==> src/rtl/mandelbrot_escape_pixel_defines.svh <==
// Assertion macros for the Mandelbrot escape-time pixel block.
`ifndef MANDELBROT_ESCAPE_PIXEL_DEFINES_SVH
`define MANDELBROT_ESCAPE_PIXEL_DEFINES_SVH

// Same-cycle implication, sampled on clk_i, off while rst_ni is low.
`define MEP_ASSERT_NOW(lbl, ante, cons, msg) \
  lbl: assert property (@(posedge clk_i) disable iff (!rst_ni) (ante) |-> (cons)) \
    else $error(msg);

// Next-cycle implication, sampled on clk_i, off while rst_ni is low.
`define MEP_ASSERT_NEXT(lbl, ante, cons, msg) \
  lbl: assert property (@(posedge clk_i) disable iff (!rst_ni) (ante) |=> (cons)) \
    else $error(msg);

`endif

==> src/rtl/mep_pkg.sv <==
// Shared types, constants and helpers for the Mandelbrot escape-time pixel block.
`timescale 1ns / 1ps

package mep_pkg;

  localparam int FRAC_BITS   = 28;
  localparam int Q_W         = 32;
  localparam int OFS_W       = 13;
  localparam int ZOOM_W      = 16;
  localparam int ITER_W      = 16;
  localparam int PIX_W       = 10;
  localparam int SHADE_W     = 8;
  localparam int CFG_IDX_W   = 2;
  localparam int CFG_DATA_W  = 16;
  localparam int NUM_W       = 15;
  localparam int MAG_W       = NUM_W - 1;
  localparam int DVD_W       = MAG_W + FRAC_BITS;
  localparam int SAT_W       = DVD_W + 1;
  localparam int PROD_W      = 2 * Q_W;
  localparam int SQ_W        = PROD_W - 1;
  localparam int UPD_W       = PROD_W - FRAC_BITS + 2;
  localparam int COL_SHIFT   = 150;
  localparam int QUEUE_DEPTH = 2;

  localparam int IMG_WIDTH_DEF  = 1024;
  localparam int IMG_HEIGHT_DEF = 1024;

  localparam logic [SHADE_W-1:0] SHADE_OUT = 8'd255;
  localparam logic [SHADE_W-1:0] SHADE_IN  = 8'd0;

  localparam logic [PROD_W-1:0] ESC_LIMIT = PROD_W'(4) << (2 * FRAC_BITS);

  localparam logic [OFS_W-1:0]  PAN_X_RST    = OFS_W'(-10);
  localparam logic [OFS_W-1:0]  PAN_Y_RST    = OFS_W'(0);
  localparam logic [ZOOM_W-1:0] ZOOM_RST     = ZOOM_W'(350);
  localparam logic [ITER_W-1:0] ITER_LIM_RST = ITER_W'(100);

  typedef enum logic [CFG_IDX_W-1:0] {
    REG_PAN_X    = 2'd0,
    REG_PAN_Y    = 2'd1,
    REG_ZOOM     = 2'd2,
    REG_ITER_LIM = 2'd3
  } mep_reg_e;

  typedef struct packed {
    logic signed [OFS_W-1:0] pan_x;
    logic signed [OFS_W-1:0] pan_y;
    logic [ZOOM_W-1:0]       zoom;
    logic [ITER_W-1:0]       iter_lim;
  } mep_cfg_t;

  typedef struct packed {
    logic signed [Q_W-1:0] cr;
    logic signed [Q_W-1:0] ci;
  } mep_point_t;

  // Clamp a wide signed value into Q4.28.
  function automatic logic signed [Q_W-1:0] sat_q(input logic signed [SAT_W-1:0] v);
    logic pos_ovf;
    logic neg_ovf;
    pos_ovf = !v[SAT_W-1] && (|v[SAT_W-2:Q_W-1]);
    neg_ovf = v[SAT_W-1] && !(&v[SAT_W-2:Q_W-1]);
    if (pos_ovf) begin
      sat_q = {1'b0, {(Q_W-1){1'b1}}};
    end else if (neg_ovf) begin
      sat_q = {1'b1, {(Q_W-1){1'b0}}};
    end else begin
      sat_q = v[Q_W-1:0];
    end
  endfunction

endpackage

==> src/rtl/mep_queue.sv <==
// Short register queue of mapped points between the front and back ends.
`timescale 1ns / 1ps

module mep_queue (
  input  logic                clk_i,
  input  logic                rst_ni,
  input  logic                push_valid_i,
  output logic                push_ready_o,
  input  mep_pkg::mep_point_t push_data_i,
  output logic                pop_valid_o,
  input  logic                pop_ready_i,
  output mep_pkg::mep_point_t pop_data_o
);

  localparam int Depth = mep_pkg::QUEUE_DEPTH;
  localparam int AW    = $clog2(Depth);

  mep_pkg::mep_point_t mem_q [Depth];
  logic [AW-1:0]       wr_ptr_q;
  logic [AW-1:0]       rd_ptr_q;
  logic [AW:0]         count_q;
  logic                push_fire;
  logic                pop_fire;

  assign push_ready_o = (count_q != (AW+1)'(Depth));
  assign pop_valid_o  = (count_q != '0);
  assign push_fire    = push_valid_i && push_ready_o;
  assign pop_fire     = pop_valid_o && pop_ready_i;
  assign pop_data_o   = mem_q[rd_ptr_q];

  always_ff @(posedge clk_i or negedge rst_ni) begin
    if (!rst_ni) begin
      wr_ptr_q <= '0;
      rd_ptr_q <= '0;
      count_q  <= '0;
    end else begin
      if (push_fire) begin
        wr_ptr_q <= (wr_ptr_q == AW'(Depth - 1)) ? '0 : wr_ptr_q + AW'(1);
      end
      if (pop_fire) begin
        rd_ptr_q <= (rd_ptr_q == AW'(Depth - 1)) ? '0 : rd_ptr_q + AW'(1);
      end
      if (push_fire && !pop_fire) begin
        count_q <= count_q + (AW+1)'(1);
      end else if (pop_fire && !push_fire) begin
        count_q <= count_q - (AW+1)'(1);
      end
    end
  end

  always_ff @(posedge clk_i) begin
    if (push_fire) begin
      mem_q[wr_ptr_q] <= push_data_i;
    end
  end

endmodule

==> config.mk <==
export PLATFORM = sky130hd
export DESIGN_NAME = mep_queue
export DESIGN_NICKNAME = d
export VERILOG_FILES = /design/src/rtl/mandelbrot_escape_pixel_defines.svh /design/src/rtl/mep_pkg.sv /design/src/rtl/mep_queue.sv
export SDC_FILE = /design/constraint.sdc
export NUM_CORES = 1
export LEC_CHECK = 0
export ABC_AREA = 1
export BUFFER_PORTS_ARGS = -buffer_cell sky130_fd_sc_hd__buf_2
export CAP_MARGIN = 30
export CORE_UTILIZATION = 25
export DETAILED_ROUTE_END_ITERATION = 8
export PLACE_DENSITY = 0.56
export SLEW_MARGIN = 20
export SYNTH_ARGS = -nofsm -noshare
export SYNTH_HDL_FRONTEND = slang
export SYNTH_SLANG_ARGS = --single-unit
==> constraint.sdc <==
create_clock -name clk_i -period 3.59 [get_ports clk_i]
set_clock_uncertainty 0.15 [all_clocks]
set_input_delay 0 -clock clk_i [delete_from_list [all_inputs] [get_ports clk_i]]
set_output_delay 0 -clock clk_i [all_outputs]
set_load 0.05 [all_outputs]
==> impl_metrics.yaml <==
run_status:
  outcome: "finished clean"
min_path:
  hp-start: "push_data_i[13]"
  hp-class: "in2reg"
  hold_depth: 2
  worstHoldEndpoint: "mem_q[1][13]"
setup_path:
  crit_chain: "buf_4 > nand2_1 > nand2_1 > buf_2"
  arrival_ns: 1.91
  r2r_end: "mem_q[1][26]"
  critPathSlowestCell: "buf_4"
  end_kind: "output port"
  crit_fanout: 65
  cp_common_cell: "nand2_1"
  critPathKind: "reg2out"
  rrSetupSlack_ns: 1.61
  crit_buf_inv: 2
  rr_worst_depth: 5
  crit_family: "buffers and inverters"
  crit_path_start_kind: "flip-flop"
  reg2reg_from: "count_q[0]"
  max_stage_delay_ns: 0.57
  crit_required_ns: 3.44
routing:
  wirelength_um: 10660
  met1_length_um: 4585
  postRouteAntennaNets: 0
  wl_met3_um: 442
  met2_length_um: 5522
  vias: 3282
  routed.top_layer: "met4"
  first_pass_iters: 6
  drt_iter0_markers: 126
  vias_per_cell: 3.875
  post_drt_wl_per_cell_um: 12.59
  drc_errors: 0
floorplanning:
  start_util: 0.2579
  io_pins: 134
  die_h_um: 141.6
  chipWidth_um: 141.6
  dieArea_um2: 20050
  num_rows: 50
  coreArea_um2: 18890
clock_network:
  cts_buffers: 17
  clockBufferDepth: 2
  cts.htree.levels: 4
  cts_root_buffer: "clkbuf_16"
  clk_pin_slew_ns: 0.06
  cts_sinks: 132
  cts_resized: 0
  clk_latency_ns: 0.40
  cts_tree: "yes"
power:
  seqPwrFrac: 0.330
  switching_share: 0.4429
  p_int_mw: 3.718
  power.density_nw_per_um2: 943.3
  p_switching_mw: 2.955
  pwr-share-comb: 0.424
  p_leak_nw: 3.006
  p_clk_frac: 0.246
  vdd_drop_max_v: 0.0004717
job:
  maxCapViolCount: 0
timing:
  fin_ws_ns: 1.530
  slew_viol_final: 0
  slew_headroom: 0.5096
  period_needed_ns: 2.060
  worstMarginPinSlew_ns: 0.7357
  setup_viol: 0
  fin_crit_sh: 0.5739
  timing_hold_violations_final: 0
  hold_ws_ns: 0.1653
  rsz0062_at_grt: "false"
  max_freq_mhz: 485.4
synth:
  synthesis.nets: 432
  synth_top_area_cell: "edfxtp_1"
  ys_seq_area_frac: 0.8095
  synthTopCellsByArea: "edfxtp_1, nand2_1, dfrtp_1"
  synth_top_cell_area_share: 0.7889
  synth-warning-count: 0
  synthArstFlopShare: 0.03030
  ys.flop_type: "edfxtp_1"
  synthDistinctLibCells: 13
  synth.avg_cell_area_um2: 13.42
  synth-edff-count: 128
  synth_seq_cells: 132
  synth_commonest_cells: "nand2_1, edfxtp_1, buf_4, buf_2, inv_1"
  synth.most_common_cell: "nand2_1"
  syn_area_um2: 4872
  netlist_instances: 363
placement:
  dp_slack_ns: 1.559
  dp_hpwl_um: 6456
  dpl_cell_area_um2: 5829
  port_buffers: 133
  gp_congestion: 0.6812
grt:
  grt_antenna_before_repair: 0
  grt_max_degree: 66
  grt_use_total: 0.1110
  grt_pass1_wl_um: 16750
  first_global_vias: 3429
  grt_remaining_overflow: 0
final_layout:
  final_nets: 643
  drive_gt1_frac: 0.2862
  fin_area_um2: 7074
  n_antenna_cell: 0
  syn2layout_area_growth_pct: 45.20
==> cell usage in the layout, fill, tap and decap left out, types with 3 or more instances in the layout <==
cell type,Yosys,routed
edfxtp_1,128,128
buf_4,8,5
nand2_1,202,202
clkbuf_16,0,17
dlygate4sd3_1,0,68
dfrtp_1,4,3
buf_2,6,133
clkbuf_1,0,6
inv_1,6,6
clkbuf_8,0,5
==> power by group through the flow <==
stage	logic [mW]	clock network, mW	registers [mW]
CTS	2.88	1.69	2.20
floorplan	2.16	0	2.24
detailed placement	2.82	0	2.23
global route	3.05	1.75	2.23
finish	2.83	1.64	2.20
global placement	2.80	0	2.21
==> area by class of cell <==
class                      count  area (µm²)
multi-input combinational    210       827.0
clock inverter                 4       47.55
tap                          260       325.3
sequential                   132        3945
clock buffer                  28       516.7
timing repair buffer         206        1384
fill                        1818       11820
inverter                       7       28.78
==> registers in the layout (all words and copies together), names as in the netlist <==
name and flops:
mem_q 128, count_q 2, rd_ptr_q 1, wr_ptr_q 1
==> layer usage <==
| layer | global-route usage | vias up |
|---|---|---|
| li1 | - | 1642 |
| met1 | 0.1209 | 1557 |
| met2 | 0.2002 | 76 |
| met3 | 0.03409 | 7 |
| met4 | 0.04471 | 0 |
| met5 | 0 | - |
==> kinds of logic (layout without fill, tap and decap cells) <==
group | count (synthesis) | in the layout | synth area share
flip-flops | 132 | 132 | 0.8095
buffers and inverters | 21 | 245 | 0.02388
adder cells (fa/ha/maj) | 1 | 1 | 0.002568
AND/OR/NAND/NOR | 207 | 207 | 0.1605
XOR/XNOR | 2 | 2 | 0.003596
==> stage by stage <==
step	total power, mW	utilization	setup TNS [ns]	std cells
finish	6.673	0.3744	0	847
global route	7.025	0.3744	0	847
CTS	6.770	0.3744	0	847
detailed placement	5.048	0.3085	0	747
global placement	5.015	0.3084	0	747
floorplan	4.402	-	-94.99	363
==> worst max path at each step <==
stage                     end  startpoint  depth (start not counted)
3_3_place_gp     mem_q[1][25]  count_q[0]                          5
3_5_place_dp     mem_q[1][25]  count_q[0]                          5
6_report       pop_data_o[15]    rd_ptr_q                          4
2_1_floorplan     mem_q[0][0]  count_q[0]                          4
4_1_cts        pop_data_o[15]    rd_ptr_q                          4
5_1_grt        pop_data_o[15]    rd_ptr_q                          4
==> what timing repair did <==
action                                 in CTS  in global routing
endpoints found under the hold margin     135                  0
buffers inserted                            0                  0
hold buffers                               68                  0
Note: power is estimated with default switching activity, not from simulation.
