File: config.mk
export PLATFORM = sky130hd
export DESIGN_NAME = mep_front
export DESIGN_NICKNAME = d
export VERILOG_FILES = /design/src/rtl/mandelbrot_escape_pixel_defines.svh /design/src/rtl/mep_pkg.sv /design/src/rtl/mep_front.sv
export SDC_FILE = /design/constraint.sdc
export NUM_CORES = 1
export LEC_CHECK = 0
export BUFFER_PORTS_ARGS = -buffer_cell sky130_fd_sc_hd__buf_4
export CORE_ASPECT_RATIO = 1.5
export CORE_MARGIN = 3
export CORE_UTILIZATION = 60
export CTS_CLUSTER_SIZE = 28
export DETAILED_ROUTE_END_ITERATION = 12
export HOLD_SLACK_MARGIN = 0.15
export PLACE_DENSITY = 0.84
export SYNTH_ARGS = -nofsm -noshare
export SYNTH_HDL_FRONTEND = slang
export SYNTH_SLANG_ARGS = --single-unit
File: constraint.sdc
create_clock -name clk_i -period 4.96 [get_ports clk_i]
set_input_delay 0.744 -clock clk_i [delete_from_list [all_inputs] [get_ports clk_i]]
set_output_delay 0.744 -clock clk_i [all_outputs]
set_load 0.05 [all_outputs]
File: src/rtl/mandelbrot_escape_pixel_defines.svh
// Assertion macros for the Mandelbrot escape-time pixel block.
`ifndef MANDELBROT_ESCAPE_PIXEL_DEFINES_SVH
`define MANDELBROT_ESCAPE_PIXEL_DEFINES_SVH

// Same-cycle implication, sampled on clk_i, off while rst_ni is low.
`define MEP_ASSERT_NOW(lbl, ante, cons, msg) \
  lbl: assert property (@(posedge clk_i) disable iff (!rst_ni) (ante) |-> (cons)) \
    else $error(msg);

// Next-cycle implication, sampled on clk_i, off while rst_ni is low.
`define MEP_ASSERT_NEXT(lbl, ante, cons, msg) \
  lbl: assert property (@(posedge clk_i) disable iff (!rst_ni) (ante) |=> (cons)) \
    else $error(msg);

`endif

File: src/rtl/mep_pkg.sv
// Shared types, constants and helpers for the Mandelbrot escape-time pixel block.
`timescale 1ns / 1ps

package mep_pkg;

  localparam int FRAC_BITS   = 28;
  localparam int Q_W         = 32;
  localparam int OFS_W       = 13;
  localparam int ZOOM_W      = 16;
  localparam int ITER_W      = 16;
  localparam int PIX_W       = 10;
  localparam int SHADE_W     = 8;
  localparam int CFG_IDX_W   = 2;
  localparam int CFG_DATA_W  = 16;
  localparam int NUM_W       = 15;
  localparam int MAG_W       = NUM_W - 1;
  localparam int DVD_W       = MAG_W + FRAC_BITS;
  localparam int SAT_W       = DVD_W + 1;
  localparam int PROD_W      = 2 * Q_W;
  localparam int SQ_W        = PROD_W - 1;
  localparam int UPD_W       = PROD_W - FRAC_BITS + 2;
  localparam int COL_SHIFT   = 150;
  localparam int QUEUE_DEPTH = 2;

  localparam int IMG_WIDTH_DEF  = 1024;
  localparam int IMG_HEIGHT_DEF = 1024;

  localparam logic [SHADE_W-1:0] SHADE_OUT = 8'd255;
  localparam logic [SHADE_W-1:0] SHADE_IN  = 8'd0;

  localparam logic [PROD_W-1:0] ESC_LIMIT = PROD_W'(4) << (2 * FRAC_BITS);

  localparam logic [OFS_W-1:0]  PAN_X_RST    = OFS_W'(-10);
  localparam logic [OFS_W-1:0]  PAN_Y_RST    = OFS_W'(0);
  localparam logic [ZOOM_W-1:0] ZOOM_RST     = ZOOM_W'(350);
  localparam logic [ITER_W-1:0] ITER_LIM_RST = ITER_W'(100);

  typedef enum logic [CFG_IDX_W-1:0] {
    REG_PAN_X    = 2'd0,
    REG_PAN_Y    = 2'd1,
    REG_ZOOM     = 2'd2,
    REG_ITER_LIM = 2'd3
  } mep_reg_e;

  typedef struct packed {
    logic signed [OFS_W-1:0] pan_x;
    logic signed [OFS_W-1:0] pan_y;
    logic [ZOOM_W-1:0]       zoom;
    logic [ITER_W-1:0]       iter_lim;
  } mep_cfg_t;

  typedef struct packed {
    logic signed [Q_W-1:0] cr;
    logic signed [Q_W-1:0] ci;
  } mep_point_t;

  // Clamp a wide signed value into Q4.28.
  function automatic logic signed [Q_W-1:0] sat_q(input logic signed [SAT_W-1:0] v);
    logic pos_ovf;
    logic neg_ovf;
    pos_ovf = !v[SAT_W-1] && (|v[SAT_W-2:Q_W-1]);
    neg_ovf = v[SAT_W-1] && !(&v[SAT_W-2:Q_W-1]);
    if (pos_ovf) begin
      sat_q = {1'b0, {(Q_W-1){1'b1}}};
    end else if (neg_ovf) begin
      sat_q = {1'b1, {(Q_W-1){1'b0}}};
    end else begin
      sat_q = v[Q_W-1:0];
    end
  endfunction

endpackage

File: src/rtl/mep_front.sv
// Front end: takes a pixel request, maps it to c with two bit-serial dividers.
`timescale 1ns / 1ps

module mep_front #(
  parameter int IMG_WIDTH  = mep_pkg::IMG_WIDTH_DEF,
  parameter int IMG_HEIGHT = mep_pkg::IMG_HEIGHT_DEF
) (
  input  logic                       clk_i,
  input  logic                       rst_ni,
  input  mep_pkg::mep_cfg_t          cfg_i,
  input  logic                       in_valid_i,
  output logic                       in_ready_o,
  input  logic [mep_pkg::PIX_W-1:0]  col_i,
  input  logic [mep_pkg::PIX_W-1:0]  row_i,
  output logic                       push_valid_o,
  input  logic                       push_ready_i,
  output mep_pkg::mep_point_t        push_data_o
);

  localparam int NW    = mep_pkg::NUM_W;
  localparam int MW    = mep_pkg::MAG_W;
  localparam int DW    = mep_pkg::DVD_W;
  localparam int SW    = mep_pkg::SAT_W;
  localparam int ZW    = mep_pkg::ZOOM_W;
  localparam int CNT_W = $clog2(DW);
  localparam logic signed [NW-1:0] XBias = NW'(mep_pkg::COL_SHIFT + IMG_WIDTH / 2);
  localparam logic signed [NW-1:0] YBias = NW'(IMG_HEIGHT / 2);

  typedef enum logic [1:0] {
    F_IDLE,
    F_DIV,
    F_PUSH
  } state_e;

  state_e             state_q;
  logic [CNT_W-1:0]   cnt_q;

  logic [ZW-1:0]      div_q;
  logic [ZW-1:0]      rem_q [2];
  logic [ZW-1:0]      rem_d [2];
  logic [DW-1:0]      dvd_q [2];
  logic [DW-1:0]      dvd_d [2];
  logic               neg_q [2];

  logic signed [NW-1:0] num [2];
  logic [MW-1:0]        mag [2];
  logic                 in_fire;
  logic [ZW:0]          trial [2];
  logic                 ge [2];
  logic signed [SW-1:0] qval [2];

  assign in_ready_o   = (state_q == F_IDLE);
  assign in_fire      = in_valid_i && in_ready_o;
  assign push_valid_o = (state_q == F_PUSH);

  always_comb begin
    num[0] = NW'(cfg_i.pan_x) + NW'($signed({1'b0, col_i})) - XBias;
    num[1] = YBias - NW'(cfg_i.pan_y) - NW'($signed({1'b0, row_i}));
    for (int l = 0; l < 2; l++) begin
      mag[l] = num[l][NW-1] ? MW'(-num[l]) : MW'(num[l]);
      // Restoring step: remainder stays below the divisor, so 16 bits hold it.
      trial[l] = {rem_q[l], dvd_q[l][DW-1]};
      ge[l]    = (trial[l] >= {1'b0, div_q});
      rem_d[l] = ge[l] ? ZW'(trial[l] - {1'b0, div_q}) : trial[l][ZW-1:0];
      dvd_d[l] = {dvd_q[l][DW-2:0], ge[l]};
      qval[l]  = neg_q[l] ? -$signed({1'b0, dvd_q[l]}) : $signed({1'b0, dvd_q[l]});
    end
  end

  assign push_data_o.cr = mep_pkg::sat_q(qval[0]);
  assign push_data_o.ci = mep_pkg::sat_q(qval[1]);

  always_ff @(posedge clk_i or negedge rst_ni) begin
    if (!rst_ni) begin
      state_q <= F_IDLE;
      cnt_q   <= '0;
    end else begin
      case (state_q)
        F_IDLE: begin
          if (in_fire) begin
            state_q <= F_DIV;
            cnt_q   <= CNT_W'(DW - 1);
          end
        end
        F_DIV: begin
          if (cnt_q == '0) begin
            state_q <= F_PUSH;
          end else begin
            cnt_q <= cnt_q - CNT_W'(1);
          end
        end
        F_PUSH: begin
          if (push_ready_i) begin
            state_q <= F_IDLE;
          end
        end
        default: state_q <= F_IDLE;
      endcase
    end
  end

  always_ff @(posedge clk_i) begin
    if (in_fire) begin
      // Zoom of zero divides by one.
      div_q <= (cfg_i.zoom == '0) ? ZW'(1) : cfg_i.zoom;
      for (int l = 0; l < 2; l++) begin
        rem_q[l] <= '0;
        dvd_q[l] <= {mag[l], {mep_pkg::FRAC_BITS{1'b0}}};
        neg_q[l] <= num[l][NW-1];
      end
    end else if (state_q == F_DIV) begin
      for (int l = 0; l < 2; l++) begin
        rem_q[l] <= rem_d[l];
        dvd_q[l] <= dvd_d[l];
      end
    end
  end

endmodule

==> impl_metrics.env <==
export IMPL_placeableCoreArea_um2=19900
export IMPL_cts_sinks=142
export IMPL_post_drt_wl_per_cell_um=17.3
export IMPL_synthCells=1377
export IMPL_crit_path_end_kind="primary output"
export IMPL_numCtsBuffers=17
export IMPL_synthArstFlopShare_pct=5.63
export IMPL_cts_root_buf="clkbuf_16"
export IMPL_fin_ws_ns=0.126
export IMPL_ant_nets=0
export IMPL_critPathSlowestCell="or4_4"
export IMPL_ioPinCount=148
export IMPL_diodes=0
export IMPL_layout_common_cells="buf_4, edfxtp_1, o21ai_0"
export IMPL_p_total_mw=8.88
export IMPL_crit_required_ns=4.22
export IMPL_grt_max_degree=94
export IMPL_place_congestion=0.909
export IMPL_start_util_pct=61.7
export IMPL_grtUsageTotal_pct=26.8
export IMPL_crit_top_cell="buf_4"
export IMPL_htreeDepth=4
export IMPL_r2r_slack_ns=1.36
export IMPL_crit_arrival_ns=4.09
export IMPL_first_pass_iters=6
export IMPL_synth_flop_cell="edfxtp_1"
export IMPL_final_setup_viol_count=0
export IMPL_dr_total_vias=10857
export IMPL_rsz0062_at_grt="no"
export IMPL_relSlewSlack_pct=31.9
export IMPL_cellPowerDensity_nw_per_um2=624
export IMPL_clk_pin_slew_ns=0.06
export IMPL_synth_top_area_share_pct=32.7
export IMPL_slew_viol_final=0
export IMPL_areaGrowthSynthToFinish_pct=15.6
export IMPL_maxCapViolations=0
export IMPL_worst_pin_slew_ns=1.01
export IMPL_synth_edf_count=134
export IMPL_cts_tree="yes"
export IMPL_grt_pass1_wl_mm=48.6
export IMPL_fin_crit_ns=4.83
export IMPL_finalHoldViolCount=0
export IMPL_die_area_um2=22300
export IMPL_utilization_pct=71.3
export IMPL_crit_buf_inv=3
export IMPL_critical_path_class="register to primary output"
export IMPL_drtIter0Drc=740
export IMPL_dieWidth_um=123
export IMPL_grt_overflow=0
export IMPL_grt_pass1_vias=10390
export IMPL_fmax_ghz=0.207
export IMPL_clockBufferDepth=2
export IMPL_ys_ff_latch=142
export IMPL_critPathTopFamily="simple AND/OR/NAND/NOR gates"
export IMPL_viasPerCell=6.20
export IMPL_pre_cts_ws_ns=0.390
export IMPL_antenna_found_initial=0
export IMPL_drive_gt1_share_pct=16.8
export IMPL_nets=1646
export IMPL_routed_wl_mm=30.3
export IMPL_status="completed"
export IMPL_p_leak_nw=6.00
export IMPL_die_h_um=181
export IMPL_hpwl_mm=22.4
export IMPL_yosysTopAreaCell="edfxtp_1"
export IMPL_worstPathCellList="inv_1 > ha_1 > or4b_1 > or4_4 > nor4_4 > a31oi_1 > and4b_1 > o311a_1 > a41o_4 > buf_4 > o21ai_2 > buf_4"
export IMPL_seq_area_frac_synth_pct=34.3
export IMPL_post_route_period_util_pct=97.5
export IMPL_synth_area_um2=12300
export IMPL_core_rowCount=63
export IMPL_dp_cells=1712
export IMPL_synth_nets=1545
export IMPL_instances_no_fill=1751
export IMPL_hold_path_class="input pin to register"
export IMPL_drc_errors=0
export IMPL_crit_path_start_kind="register"
export IMPL_clk_latency_ns=0.43
export IMPL_synth_area_leaders="edfxtp_1, ha_1, xor2_1"
export IMPL_yosysWarnings=0
export IMPL_port_buffers=131
export IMPL_tns_ns=0
export IMPL_finClkSkew_ns=0.00758
export IMPL_nFillCells=1525
export IMPL_peakVddDrop_uv=603
export IMPL_cpPeakStageDelay_ns=0.49
export IMPL_worst_path_max_fanout=26
export IMPL_synth_cell_types=87
export IMPL_final_common_cell="buf_4"
export IMPL_synth_area_per_cell_um2=8.94
repair_timing:
item	CTS	global route
gates resized for setup	1	8
hold buffers	1	0
setup buffers	0	5
endpoints found under the setup margin	16	50
gates cloned	0	1
endpoints found under the hold margin	8	0
pin swaps	0	4
Yosys cell counts (6+ instances only):
master,n
a21o_1,12
o21a_1,9
a211oi_1,11
nand3_1,40
xnor2_1,44
nor3_1,35
nor2_1,98
buf_2,9
a21oi_1,62
o211ai_1,9
inv_1,103
o21ai_2,20
a31oi_1,19
or4_1,14
or3_1,20
nand2_1,89
and3_1,9
nor4_1,13
xor2_1,78
o31ai_1,26
or2_2,9
clkbuf_1,54
dfrtp_1,8
mux2i_1,22
and2_1,55
o41ai_1,10
nor4_2,6
nand4_1,10
edfxtp_1,134
nor2b_1,18
ha_1,82
nand2b_1,16
o21ai_0,115
power by group:
group          switching [mW]  internal, mW  total (mW)
combinational            2.81          1.80        4.61
sequential              0.680          2.18        2.86
clock                   0.516         0.892        1.41
through the flow:
stage / area, µm² / hold WS (ns)
3_3_place_gp: 13500 / 0.482
3_5_place_dp: 13500 / 0.524
2_1_floorplan: 12300 / 0.448
6_report: 14200 / 0.501
5_1_grt: 14200 / 0.489
4_1_cts: 14100 / 0.485
sequential cells by signal, indices dropped and copies added, names as in the netlist:
| register | cells |
|---|---|
| neg_q | 2 |
| dvd_q | 84 |
| state_q | 2 |
| rem_q | 32 |
| div_q | 16 |
| cnt_q | 6 |
area by class of cell:
class	count	area, µm²	area share [%]
well taps	260	325	2.29
flip-flops and latches	142	4220	29.7
clock inverters	15	216	1.52
repair buffers	154	1170	8.23
inverters	103	387	2.72
multi-input cells	1060	7480	52.6
clock buffers	17	425	2.99
routing by layer:
metal | up-vias | share of wire (%) | track usage, %
li1 | 5253 | - | -
met1 | 5213 | 38 | 30.2
met2 | 310 | 55 | 49.8
met3 | 81 | 4.4 | 3.49
met4 | 0 | 3.4 | 10.8
met5 | - | 0 | 0
worst paths after layout:
kind,start,to,depth (start not counted)
setup / recovery,dvd_q[0][42],push_data_o[1],12
hold / removal,cfg_i[28],div_q[12],1
setup reg to reg,div_q[1],rem_q[0][0],10
hold reg to reg,cnt_q[0],cnt_q[0],1
max in group asynchronous,rst_ni,cnt_q[0],2
min in group asynchronous,rst_ni,state_q[0],2
logic make-up after synthesis:
| logic type | count (synthesis) | synth area share (%) |
|---|---|---|
| multiplexers | 24 | 1.97 |
| AND/OR/NAND/NOR | 464 | 20.7 |
| AO/OA/AOI/OAI | 363 | 19.5 |
| flip-flops | 142 | 34.3 |
| XOR/XNOR | 122 | 8.68 |
| adder cells (fa/ha/maj) | 86 | 8.99 |
| buffers and inverters | 176 | 5.79 |
Note: power is estimated with default switching activity, not from simulation.
